### src/hdl/tts_pkg.sv
// Shared types and constants for the template token substituter.
package tts_pkg;

  localparam int MAX_VALUE_LEN_DEF = 32;
  localparam int NUM_KEYS_DEF      = 26;

  localparam logic [7:0]  END_MARK       = 8'd255;
  localparam logic [7:0]  FIRST_KEY_CHAR = 8'd97;
  localparam logic [11:0] THRESH_RESET   = 12'd1459;
  localparam logic [7:0]  TOKEN_RESET    = 8'd36;
  localparam logic [12:0] LIMIT_MIN      = 13'd2;
  localparam logic [12:0] LIMIT_MAX      = 13'd4096;

  localparam logic CFG_FRAME_LIMIT = 1'b0;
  localparam logic CFG_TOKEN_CHAR  = 1'b1;

  typedef enum logic [1:0] {
    OP_CLEAR    = 2'd0,
    OP_APPEND   = 2'd1,
    OP_START    = 2'd2,
    OP_TEMPLATE = 2'd3
  } op_t;

  typedef enum logic [1:0] {
    KIND_DATA  = 2'd0,
    KIND_CLOSE = 2'd1,
    KIND_END   = 2'd2
  } kind_t;

  typedef enum logic [2:0] {
    ST_IDLE,
    ST_LIT,
    ST_SUB,
    ST_END,
    ST_CLOSE
  } tts_state_t;

  typedef enum logic [2:0] {
    EMIT_NONE,
    EMIT_LIT,
    EMIT_SUB,
    EMIT_END,
    EMIT_CLOSE
  } emit_t;

  typedef struct packed {
    logic  accept;
    emit_t emit;
  } tts_cmd_t;

  typedef struct packed {
    logic op3_live;   // template byte that is not ignored
    logic pending;    // this byte is a key
    logic is_end;
    logic is_token;
    logic sub_go;     // valid key with a non-empty value
    logic close_now;
    logic close_inc;  // frame full after one more byte
    logic sub_last;
    logic out_free;
  } tts_status_t;

endpackage

### src/hdl/tts_ctrl.sv
// Controller state machine: sequences item accept and result transfers.
module tts_ctrl (
  input  logic                 clk,
  input  logic                 rst,
  input  logic                 item_valid,
  output logic                 item_stall,
  input  tts_pkg::tts_status_t status,
  output tts_pkg::tts_cmd_t    cmd
);
  import tts_pkg::*;

  tts_state_t state, state_next;

  always_ff @(posedge clk) begin
    if (rst) begin
      state <= ST_IDLE;
    end else begin
      state <= state_next;
    end
  end

  always_comb begin
    state_next = state;
    cmd.accept = 1'b0;
    cmd.emit   = EMIT_NONE;
    item_stall = (state != ST_IDLE);
    unique case (state)
      ST_IDLE: begin
        if (item_valid) begin
          cmd.accept = 1'b1;
          if (status.op3_live) begin
            if (status.pending) begin
              if (status.sub_go) begin
                state_next = ST_SUB;
              end else if (status.close_now) begin
                state_next = ST_CLOSE;
              end
            end else if (status.is_end) begin
              state_next = ST_END;
            end else if (!status.is_token) begin
              state_next = ST_LIT;
            end
          end
        end
      end
      ST_LIT: begin
        if (status.out_free) begin
          cmd.emit   = EMIT_LIT;
          state_next = status.close_inc ? ST_CLOSE : ST_IDLE;
        end
      end
      ST_SUB: begin
        if (status.out_free) begin
          cmd.emit = EMIT_SUB;
          if (status.sub_last) begin
            state_next = status.close_inc ? ST_CLOSE : ST_IDLE;
          end
        end
      end
      ST_END: begin
        if (status.out_free) begin
          cmd.emit   = EMIT_END;
          state_next = ST_IDLE;
        end
      end
      ST_CLOSE: begin
        if (status.out_free) begin
          cmd.emit   = EMIT_CLOSE;
          state_next = ST_IDLE;
        end
      end
      default: begin
        state_next = ST_IDLE;
      end
    endcase
  end

endmodule

### config.mk
export PLATFORM = sky130hd
export DESIGN_NAME = tts_ctrl
export DESIGN_NICKNAME = d
export VERILOG_FILES = /design/src/hdl/tts_pkg.sv /design/src/hdl/tts_ctrl.sv
export SDC_FILE = /design/constraint.sdc
export NUM_CORES = 1
export LEC_CHECK = 0
export BUFFER_PORTS_ARGS = -buffer_cell sky130_fd_sc_hd__clkbuf_2
export CAP_MARGIN = 20
export CORE_AREA = 2 2 39 41
export CTS_CLUSTER_DIAMETER = 60
export DETAILED_ROUTE_END_ITERATION = 6
export DIE_AREA = 0 0 41 43
export GPL_ROUTABILITY_DRIVEN = 1
export SETUP_SLACK_MARGIN = 0.02
export SYNTH_ARGS = -nofsm -noshare
export SYNTH_HDL_FRONTEND = slang
export SYNTH_SLANG_ARGS = --single-unit
### constraint.sdc
create_clock -name clk -period 1.45 [get_ports clk]
set_clock_uncertainty 0.1 [all_clocks]
set_input_delay 0.145 -clock clk [delete_from_list [all_inputs] [get_ports clk]]
set_output_delay 0.145 -clock clk [all_outputs]
set_load 0.05 [all_outputs]
==> results of run 1 <==
-- worst min-delay path, cell delays in order --
cell and delay (ns):
clkbuf_2 0.12, a21oi_1 0.16, a221oi_2 0.07
-- report_power, final --
part / total (mW) / internal, mW / switching (mW)
Combinational: 0.137 / 0.0656 / 0.0716
Clock: 0.150 / 0.103 / 0.0471
Sequential: 0.0915 / 0.0851 / 0.00644
Total: 0.379 / 0.254 / 0.125
-- synth_stat cells, drive strengths merged --
cell type / count / area [um^2]
a221o: 1 / 10.0
nand2b: 3 / 18.8
or4b: 2 / 20.0
or3b: 1 / 8.76
o221ai: 1 / 8.76
and3: 1 / 6.26
buf: 3 / 23.8
nor3b: 2 / 15.0
or3: 1 / 6.26
nor2: 2 / 7.51
mux2: 1 / 11.3
o21ai: 1 / 5.00
dfxtp: 3 / 60.1
and4bb: 1 / 12.5
a22oi: 1 / 7.51
nor3: 2 / 10.0
a32oi: 1 / 8.76
a221oi: 1 / 15.0
o311a: 1 / 10.0
inv: 3 / 11.3
a21o: 1 / 7.51
a21oi: 2 / 10.0
-- final cells by class --
type / count / area (um^2)
clock buffer: 4 / 26.3
fill: 153 / 878
inverter: 3 / 11.3
multi-input combinational: 26 / 221
sequential: 3 / 67.6
tap: 16 / 20.0
timing repair buffer: 23 / 159
-- repair_timing --
item,4_1_cts,5_1_grt
endpoints found under the hold margin,1,0
pin swaps,0,1
hold buffers,1,0
gates resized for setup,8,11
setup buffers,0,2
endpoints found under the setup margin,6,6
-- through the flow --
stage               hold slack [ns]  std cells  cell area (um^2)
global placement              0.252         68               413
floorplan                     0.111         35               313
detailed placement            0.245         68               413
global route                  0.228         75               505
CTS                           0.201         73               473
finish                        0.210         75               505
-- layout by cell type (no fill, tap or decap) --
cell / synthesis / layout
clkbuf_2: 0 / 11
buf_4: 1 / 7
clkbuf_4: 0 / 5
inv_1: 3 / 3
nand2b_1: 3 / 3
nor3b_2: 0 / 2
nor3_1: 2 / 2
a21oi_1: 2 / 2
or4b_1: 2 / 2
dfxtp_4: 0 / 2
or3_4: 0 / 1
nor2_1: 2 / 1
and3_1: 1 / 1
nor2_4: 0 / 1
and4bb_1: 1 / 1
mux2_2: 1 / 1
o21ai_0: 1 / 1
a22oi_1: 1 / 1
a21o_1: 1 / 1
o221ai_1: 1 / 1
or3b_1: 1 / 1
a221o_1: 1 / 1
o311a_1: 1 / 1
a221oi_2: 1 / 1
a32oi_1: 1 / 1
clkbuf_1: 0 / 1
dlygate4sd3_1: 0 / 1
buf_8: 0 / 1
buf_6: 1 / 1
dfxtp_1: 3 / 1
-- cell families after synthesis --
family / after synthesis
AOI/OAI and AO/OA: 10
muxes: 1
DFF: 3
and+or+nand+nor: 15
buffers and inverters: 6
-- final timing paths --
| check | endpoint | start |
|---|---|---|
| hold reg to reg | state[1]$_SDFFE_PP0P_ | state[2]$_SDFFE_PP0P_ |
| setup / recovery | cmd[3] | state[2]$_SDFFE_PP0P_ |
| setup reg to reg | state[2]$_SDFFE_PP0P_ | state[1]$_SDFFE_PP0P_ |
| hold / removal | state[2]$_SDFFE_PP0P_ | status[0] |
-- layer usage --
metal / up-vias / routed length (um) / track usage (%)
li1: 183 / - / -
met1: 173 / 324 / 13.4
met2: 14 / 451 / 15.9
met3: 2 / 76 / 6.28
met4: 0 / 11 / 8.00
met5: - / 0 / 0
==> impl_metrics.py, run 1 <==
metrics = {
    "floorplan": {
        "die_w_um": 41,
        "die_h_um": 43,
        "fp.dieArea_um2": 1760,
        "io_pins": 17,
        "rows": 14,
        "initial_utilization_pct": 21.2,
        "core_um2": 1380,
    },
    "route": {
        "wl_per_cell_um": 11.5,
        "drt_first_pass_iters": 4,
        "wl_um": 864,
        "drc_errors": 0,
        "viasPerCell": 4.96,
        "drtIter0Drc": 4,
        "routed-via-count": 372,
        "ant_nets": 0,
    },
    "setup_path": {
        "path_delay_family": "simple AND/OR/NAND/NOR gates",
        "critPathBufInv": 1,
        "cp.depth": 3,
        "r2r_slack_ns": 0,
        "crit_required_ns": 1.21,
        "worstPathCellList": "or3_4, nor2_4, buf_8",
        "worst_ep_arrival_time_ns": 1.24,
        "max_stage_delay_ns": 0.40,
        "endpoint_kind": "output port",
        "crit_type": "reg2out",
        "crit_slowest_cell": "or3_4",
        "r2r_cells": 4,
        "path_max_fanout": 7,
        "critPathLaunchType": "register",
    },
    "timing": {
        "worst_slack_ns": -0.0319,
        "setup_tns_ns": -0.0363,
        "setup_viol": 2,
        "rsz0062_at_grt": "yes",
        "slew_violations": 0,
        "relSlewSlack_pct": 82.2,
        "final-hold-violation-count": 0,
        "worstMarginPinSlew_ns": 0.267,
        "period_minus_slack_ns": 1.48,
        "fmax_mhz": 675,
        "post-route-period-util_pct": 102,
    },
    "clock_network": {
        "cts_buffer_depth": 2,
        "clk_latency_ns": 0.24,
        "path_clk_slew_ns": 0.04,
        "cts-root-buf": "clkbuf_4",
        "cts_tree": "yes",
        "cts.sinks": 3,
        "cts.htree.levels": 1,
        "numCtsBuffers": 3,
    },
    "yosys": {
        "synth_area_um2": 294,
        "yosysWarningCount": 0,
        "synth_top_family_by_area": "simple AND/OR/NAND/NOR gates",
        "ys_ff_latch": 3,
        "synthMuxAreaShare_pct": 3.83,
        "synth_fa_ha_area_share_pct": 0,
        "syn_nets": 47,
        "synthSimpleGateAreaFrac_pct": 35.7,
        "ys_seq_area_share_pct": 20.4,
        "synth_compound_area_share_pct": 28.1,
        "synth-xor-area-share_pct": 0,
        "syn_area_per_cell_um2": 8.40,
        "syn_inst": 35,
        "post_synth_num_cell_types": 24,
    },
    "placed_design": {
        "hpwl_um": 576,
        "place_ws_ns": -0.0264,
        "gp_congestion": 0.711,
        "io_buffers": 16,
    },
    "cells_and_area": {
        "syn_to_final_growth_pct": 71.9,
        "diodes": 0,
        "nets": 72,
        "largest_reg_flops": 3,
        "top_regs": "state (3)",
        "top_register": "state",
        "final_core_util_pct": 36.5,
        "layout-drive-gt1-share_pct": 55.9,
    },
    "hold_path": {
        "whs_path_depth": 3,
        "hold_path_class": "in2reg",
    },
    "pwr": {
        "vdd_drop_max_mv": 0.610,
        "p_total_uw": 379,
        "power_leakage_nw": 0.238,
        "power_density_nw_per_um2": 750,
    },
    "global_routing": {
        "overflow": 0,
        "grt_pass1_vias": 323,
        "grt_pass1_wl_mm": 1.32,
        "antenna_found_initial": 0,
        "track_usage_pct": 11.7,
        "grt_max_degree": 12,
    },
    "run_status": {
        "violations": "setup timing",
        "outcome": "complete, but fails checks",
    },
    "run": {
        "cap_violations": 0,
    },
}
No activity file was read; power rests on OpenSTA's default activity.
==> run 2, diff against run 1 <==
==> constraint.sdc (replaced) <==
create_clock -name clk -period 1.7 [get_ports clk]
set_clock_uncertainty 0.1 [all_clocks]
set_input_delay 0.17 -clock clk [delete_from_list [all_inputs] [get_ports clk]]
set_output_delay 0.17 -clock clk [all_outputs]
set_load 0.05 [all_outputs]
==> run 2 against run 1 <==
Net effect: the run now ends clean; largest cell class unchanged; critical endpoint unchanged; final area down 18%; total power shrank 22%; largest power group unchanged; sequential power fell by 9.8%.
==> impl_metrics.py, run 2 (same netlist as run 1, synthesis figures left out) <==
metrics = {
    "cells_and_area": {
        "multi_input_area_um2": 211,
        "fill_cells": 154,
        "mostFrequentLayoutCells": "15 x clkbuf_2, 4 x clkbuf_4, 3 x inv_1, 3 x nand2b_1",
        "syn_to_final_growth_pct": 40.4,
        "final_common_cell": "clkbuf_2",
        "nets": 65,
        "largest_reg_flops": 3,
        "layout-drive-gt1-share_pct": 48.1,
        "seqCellArea_um2": 61.3,
        "diodes": 0,
        "fin_cells": 68,
        "top_regs": "state (3)",
        "top_register": "state",
    },
    "global_routing": {
        "grt_pass1_wl_mm": 1.28,
        "grtUsageMet2_pct": 15.0,
        "grt_pass1_vias": 309,
        "grt_max_degree": 12,
        "top_usage_layer": "met2",
        "grtUsageMet1_pct": 13.4,
        "gr-usage-met3_pct": 1.57,
        "track_usage_pct": 11.4,
        "antenna_found_initial": 0,
        "overflow": 0,
    },
    "clock_network": {
        "clk_latency_ns": 0.23,
        "path_clk_slew_ns": 0.04,
        "cts_buffer_depth": 2,
        "numCtsBuffers": 3,
        "cts.sinks": 3,
        "cts_tree": "yes",
        "cts.htree.levels": 1,
        "post-cts-setup-buffers": 0,
        "cts-root-buf": "clkbuf_4",
    },
    "setup_path": {
        "critPathLaunchType": "register",
        "crit_required_ns": 1.43,
        "r2r_cells": 3,
        "endpoint_kind": "output port",
        "r2r_slack_ns": 0.20,
        "crit_type": "reg2out",
        "worst_ep_arrival_time_ns": 1.35,
        "path_max_fanout": 11,
    },
    "timing": {
        "period_minus_slack_ns": 1.62,
        "setup_tns_ns": 0,
        "slew_violations": 0,
        "setup_viol": 0,
        "worstMarginPinSlew_ns": 0.338,
        "final-hold-violation-count": 0,
        "rsz0062_at_grt": "no",
        "fmax_mhz": 616,
        "post-route-period-util_pct": 95.4,
        "relSlewSlack_pct": 77.4,
    },
    "floorplan": {
        "die_w_um": 41,
        "core_um2": 1380,
        "fp.dieArea_um2": 1760,
        "die_h_um": 43,
        "rows": 14,
        "io_pins": 17,
        "initial_utilization_pct": 21.2,
    },
    "run_status": {
        "outcome": "finished clean",
    },
    "route": {
        "routed-via-count": 332,
        "wl_um": 718,
        "drt_first_pass_iters": 4,
        "ant_nets": 0,
        "drtIter0Drc": 12,
        "viasPerCell": 4.88,
        "wl_per_cell_um": 10.6,
        "drc_errors": 0,
    },
    "pwr": {
        "netSwitchingPower_uw": 95.7,
        "internal_power_uw": 198,
        "pwr-share-comb_pct": 29.9,
        "power_leakage_nw": 0.196,
        "vdd_drop_max_mv": 0.273,
        "pwr-share-seq_pct": 28.1,
        "swShare_pct": 32.6,
        "p_total_uw": 294,
        "power_frac_clock_pct": 42.1,
        "power_density_nw_per_um2": 712,
    },
    "hold_path": {
        "whs_path_depth": 2,
        "hold_path_class": "in2reg",
    },
    "placed_design": {
        "io_buffers": 16,
        "gp_congestion": 0.657,
        "placedCellCount": 64,
    },
    "run": {
        "cap_violations": 0,
    },
}
[run 2: changes by cell type in the layout (fill, tap and decap cells not counted), sizes merged]
cell         previous run  this run
clkbuf                 17        20
buf                     9         0
dlygate4sd3             1         0
[run 2: cell type report]
class	count	area share (%)
clock buffers	4	6.36
inverters	3	2.73
multi-input cells	26	51.2
flip-flops and latches	3	14.8
well taps	16	4.85
repair buffers	16	20.0
[run 2: final timing paths]
kind,end,startpoint
worst max-delay path,cmd[3],state[2]$_SDFFE_PP0P_
worst min-delay path,state[2]$_SDFFE_PP0P_,rst
worst min register to register,state[0]$_SDFFE_PP0P_,state[0]$_SDFFE_PP0P_
worst max register to register,state[2]$_SDFFE_PP0P_,state[2]$_SDFFE_PP0P_
[run 2: repair_timing]
item	in CTS	in global routing
endpoints found under the setup margin	1	1
endpoints found under the hold margin	0	0
resized for setup	1	1
hold buffers	0	0
[run 2: stage by stage]
stage / hold WS, ns / worst slack [ns] / cell area (um^2) / utilization (%)
finish: 0.0327 / 0.0776 / 413 / 29.8
global route: 0.0396 / 0.0225 / 413 / 29.8
CTS: 0.0261 / 0.0539 / 412 / 29.7
detailed placement: 0.273 / 0.192 / 383 / 27.7
global placement: 0.275 / 0.197 / 383 / 27.7
floorplan: 0.136 / -0.120 / 307 / -
[run 2: power by group through the flow]
stage / registers (mW) / logic (mW) / clock network, mW
finish: 0.0825 / 0.0878 / 0.124
global route: 0.0839 / 0.0957 / 0.133
CTS: 0.0825 / 0.0884 / 0.129
detailed placement: 0.0835 / 0.0866 / 0
global placement: 0.0835 / 0.0866 / 0
floorplan: 0.0763 / 0.0700 / 0
[run 2: worst max-delay path: stages, from the launching register on]
cell	delay, ns
dfxtp_1	0.40
or3_1	0.41
nor2_2	0.09
clkbuf_4	0.22
[run 2: metal layers]
layer  wire, um  part of all wire [%]
met5          0                     0
met3         70                   9.7
met2        309                    43
met1        300                    42
met4         37                   5.2
==> run 3, diff against run 2 <==
--- a/config.mk
+++ b/config.mk
@@ -5,13 +5,14 @@
 export SDC_FILE = /design/constraint.sdc
 export NUM_CORES = 1
 export LEC_CHECK = 0
-export BUFFER_PORTS_ARGS = -buffer_cell sky130_fd_sc_hd__clkbuf_2
+export BUFFER_PORTS_ARGS = -buffer_cell sky130_fd_sc_hd__buf_4
 export CAP_MARGIN = 20
 export CORE_AREA = 2 2 39 41
 export CTS_CLUSTER_DIAMETER = 60
 export DETAILED_ROUTE_END_ITERATION = 6
 export DIE_AREA = 0 0 41 43
 export GPL_ROUTABILITY_DRIVEN = 1
+export PLACE_DENSITY = 0.43
 export SETUP_SLACK_MARGIN = 0.02
 export SYNTH_ARGS = -nofsm -noshare
 export SYNTH_HDL_FRONTEND = slang
==> run 3 against run 2 <==
Net effect: total power rose by 8.8%; routed wire length rose by 16%; cell count increased by 2.9%; via count up 0.30%; setup slack gained 0.0085 ns; critical endpoint unchanged; highest routed layer is now met3.
==> impl_metrics.py, run 3 (same netlist as run 1, synthesis figures left out) <==
metrics = {
    "timing": {
        "setup_tns_ns": 0,
        "relSlewSlack_pct": 79.3,
        "slew_violations": 0,
        "fmax_mhz": 620,
        "period_minus_slack_ns": 1.61,
        "rsz0062_at_grt": "no",
        "setup_viol": 0,
        "whs_ns": 0.236,
        "worst_slack_ns": 0.0861,
        "post-route-period-util_pct": 94.9,
        "worstMarginPinSlew_ns": 0.310,
        "final-hold-violation-count": 0,
    },
    "floorplan": {
        "io_pins": 17,
        "rows": 14,
        "die_h_um": 43,
        "die_w_um": 41,
        "initial_utilization_pct": 21.2,
        "fp.dieArea_um2": 1760,
        "core_um2": 1380,
    },
    "cells_and_area": {
        "final_common_cell": "buf_4",
        "top_regs": "state (3)",
        "nets": 67,
        "layout-drive-gt1-share_pct": 50.0,
        "largest_reg_flops": 3,
        "diodes": 0,
        "mostFrequentLayoutCells": "16 x buf_4, 3 x inv_1, 3 x nand2b_1, 3 x clkbuf_4",
        "syn_to_final_growth_pct": 65.1,
        "fin_cells": 70,
        "top_register": "state",
    },
    "pwr": {
        "pwr-share-comb_pct": 35.7,
        "power_leakage_nw": 0.219,
        "pwr-share-seq_pct": 25.3,
        "p_total_uw": 320,
        "netSwitchingPower_uw": 102,
        "internal_power_uw": 218,
        "vdd_drop_max_mv": 0.293,
        "power_frac_clock_pct": 39.0,
        "swShare_pct": 31.8,
        "power_density_nw_per_um2": 659,
    },
    "global_routing": {
        "grt_pass1_wl_mm": 1.26,
        "track_usage_pct": 10.6,
        "overflow": 0,
        "grt_pass1_vias": 302,
        "grt_max_degree": 12,
        "antenna_found_initial": 0,
    },
    "clock_network": {
        "numCtsBuffers": 3,
        "clk_latency_ns": 0.23,
        "cts.htree.levels": 1,
        "cts-root-buf": "clkbuf_4",
        "cts_buffer_depth": 2,
        "post-cts-setup-buffers": 0,
        "cts.sinks": 3,
        "cts_tree": "yes",
        "path_clk_slew_ns": 0.04,
    },
    "setup_path": {
        "critPathBufInv": 2,
        "endpoint_kind": "output port",
        "worst_ep_arrival_time_ns": 1.34,
        "crit_required_ns": 1.43,
        "r2r_slack_ns": 0.19,
        "crit_slowest_cell": "or3_4",
        "critPathLaunchType": "register",
        "path_max_fanout": 6,
        "path_delay_family": "simple AND/OR/NAND/NOR gates",
        "r2r_start": "state[1]$_SDFFE_PP0P_",
        "crit_type": "reg2out",
        "max_stage_delay_ns": 0.35,
        "reg2reg_to": "state[2]$_SDFFE_PP0P_",
        "r2r_cells": 3,
        "worstPathCellList": "buf_4, or3_4, nor2_4, buf_8",
    },
    "placed_design": {
        "hpwl_um": 619,
        "gp_congestion": 0.675,
        "placedCellCount": 65,
        "io_buffers": 16,
        "place_ws_ns": 0.221,
    },
    "hold_path": {
        "holdPathEnd": "state[2]$_SDFFE_PP0P_",
        "whs_path_depth": 3,
        "hp-start": "status[0]",
        "hold_path_class": "in2reg",
    },
    "route": {
        "drt_first_pass_iters": 4,
        "ant_nets": 0,
        "wl_per_cell_um": 11.9,
        "viasPerCell": 4.76,
        "drtIter0Drc": 1,
        "wl_um": 832,
        "routed-via-count": 333,
        "drc_errors": 0,
    },
    "run_status": {
        "outcome": "finished clean",
    },
    "run": {
        "cap_violations": 0,
    },
}
==> run 3: area by class of cell <==
| class | instances | area [um^2] |
|---|---|---|
| clock buffer | 4 | 26.3 |
| fill | 163 | 898 |
| inverter | 3 | 11.3 |
| multi-input combinational | 26 | 221 |
| sequential | 3 | 61.3 |
| tap | 16 | 20.0 |
| timing repair buffer | 18 | 145 |
==> run 3: through the flow <==
step | area [um^2] | utilization [%]
global placement | 430 | 31.1
floorplan | 307 | -
global route | 485 | 35.1
CTS | 460 | 33.3
finish | 485 | 35.1
detailed placement | 430 | 31.1
==> run 3: routing by layer <==
metal | vias to the layer above | global-route usage, % | wire, um
met3 | 0 | 3.14 | 39
met1 | 154 | 13.4 | 346
met2 | 7 | 15.3 | 446
met5 | - | 0 | 0
li1 | 172 | - | -
met4 | 0 | 6.00 | 0
==> run 3: power groups by stage <==
stage          Clock (mW)  Combinational (mW)  Sequential (mW)
6_report            0.125               0.114           0.0810
5_1_grt             0.141               0.124           0.0818
4_1_cts             0.133               0.106           0.0803
3_5_place_dp            0               0.104           0.0813
3_3_place_gp            0               0.105           0.0814
2_1_floorplan           0              0.0700           0.0763
==> run 3: how the worst max path moves through the flow <==
stage,startpoint,endpoint,slack (ns),depth (start not counted)
5_1_grt,state[2]$_SDFFE_PP0P_,cmd[3],0.02,4
3_3_place_gp,state[0]$_SDFFE_PP0P_,state[2]$_SDFFE_PP0P_,0.22,3
3_5_place_dp,state[0]$_SDFFE_PP0P_,state[2]$_SDFFE_PP0P_,0.22,3
4_1_cts,state[2]$_SDFFE_PP0P_,cmd[3],0.02,4
6_report,state[2]$_SDFFE_PP0P_,cmd[3],0.09,4
2_1_floorplan,state[0]$_SDFFE_PP0P_,cmd[3],-0.12,3
==> run 3: what timing repair did <==
action,in CTS,in global routing
hold buffers,0,1
cloned,0,0
pin swaps,0,2
resized for setup,1,4
setup endpoints to repair,1,1
endpoints found under the hold margin,0,1
==> run 3: tightest hold or removal path, cell delays in order <==
cell and delay [ns]:
buf_4 0.13, a21oi_1 0.15, a221oi_2 0.08
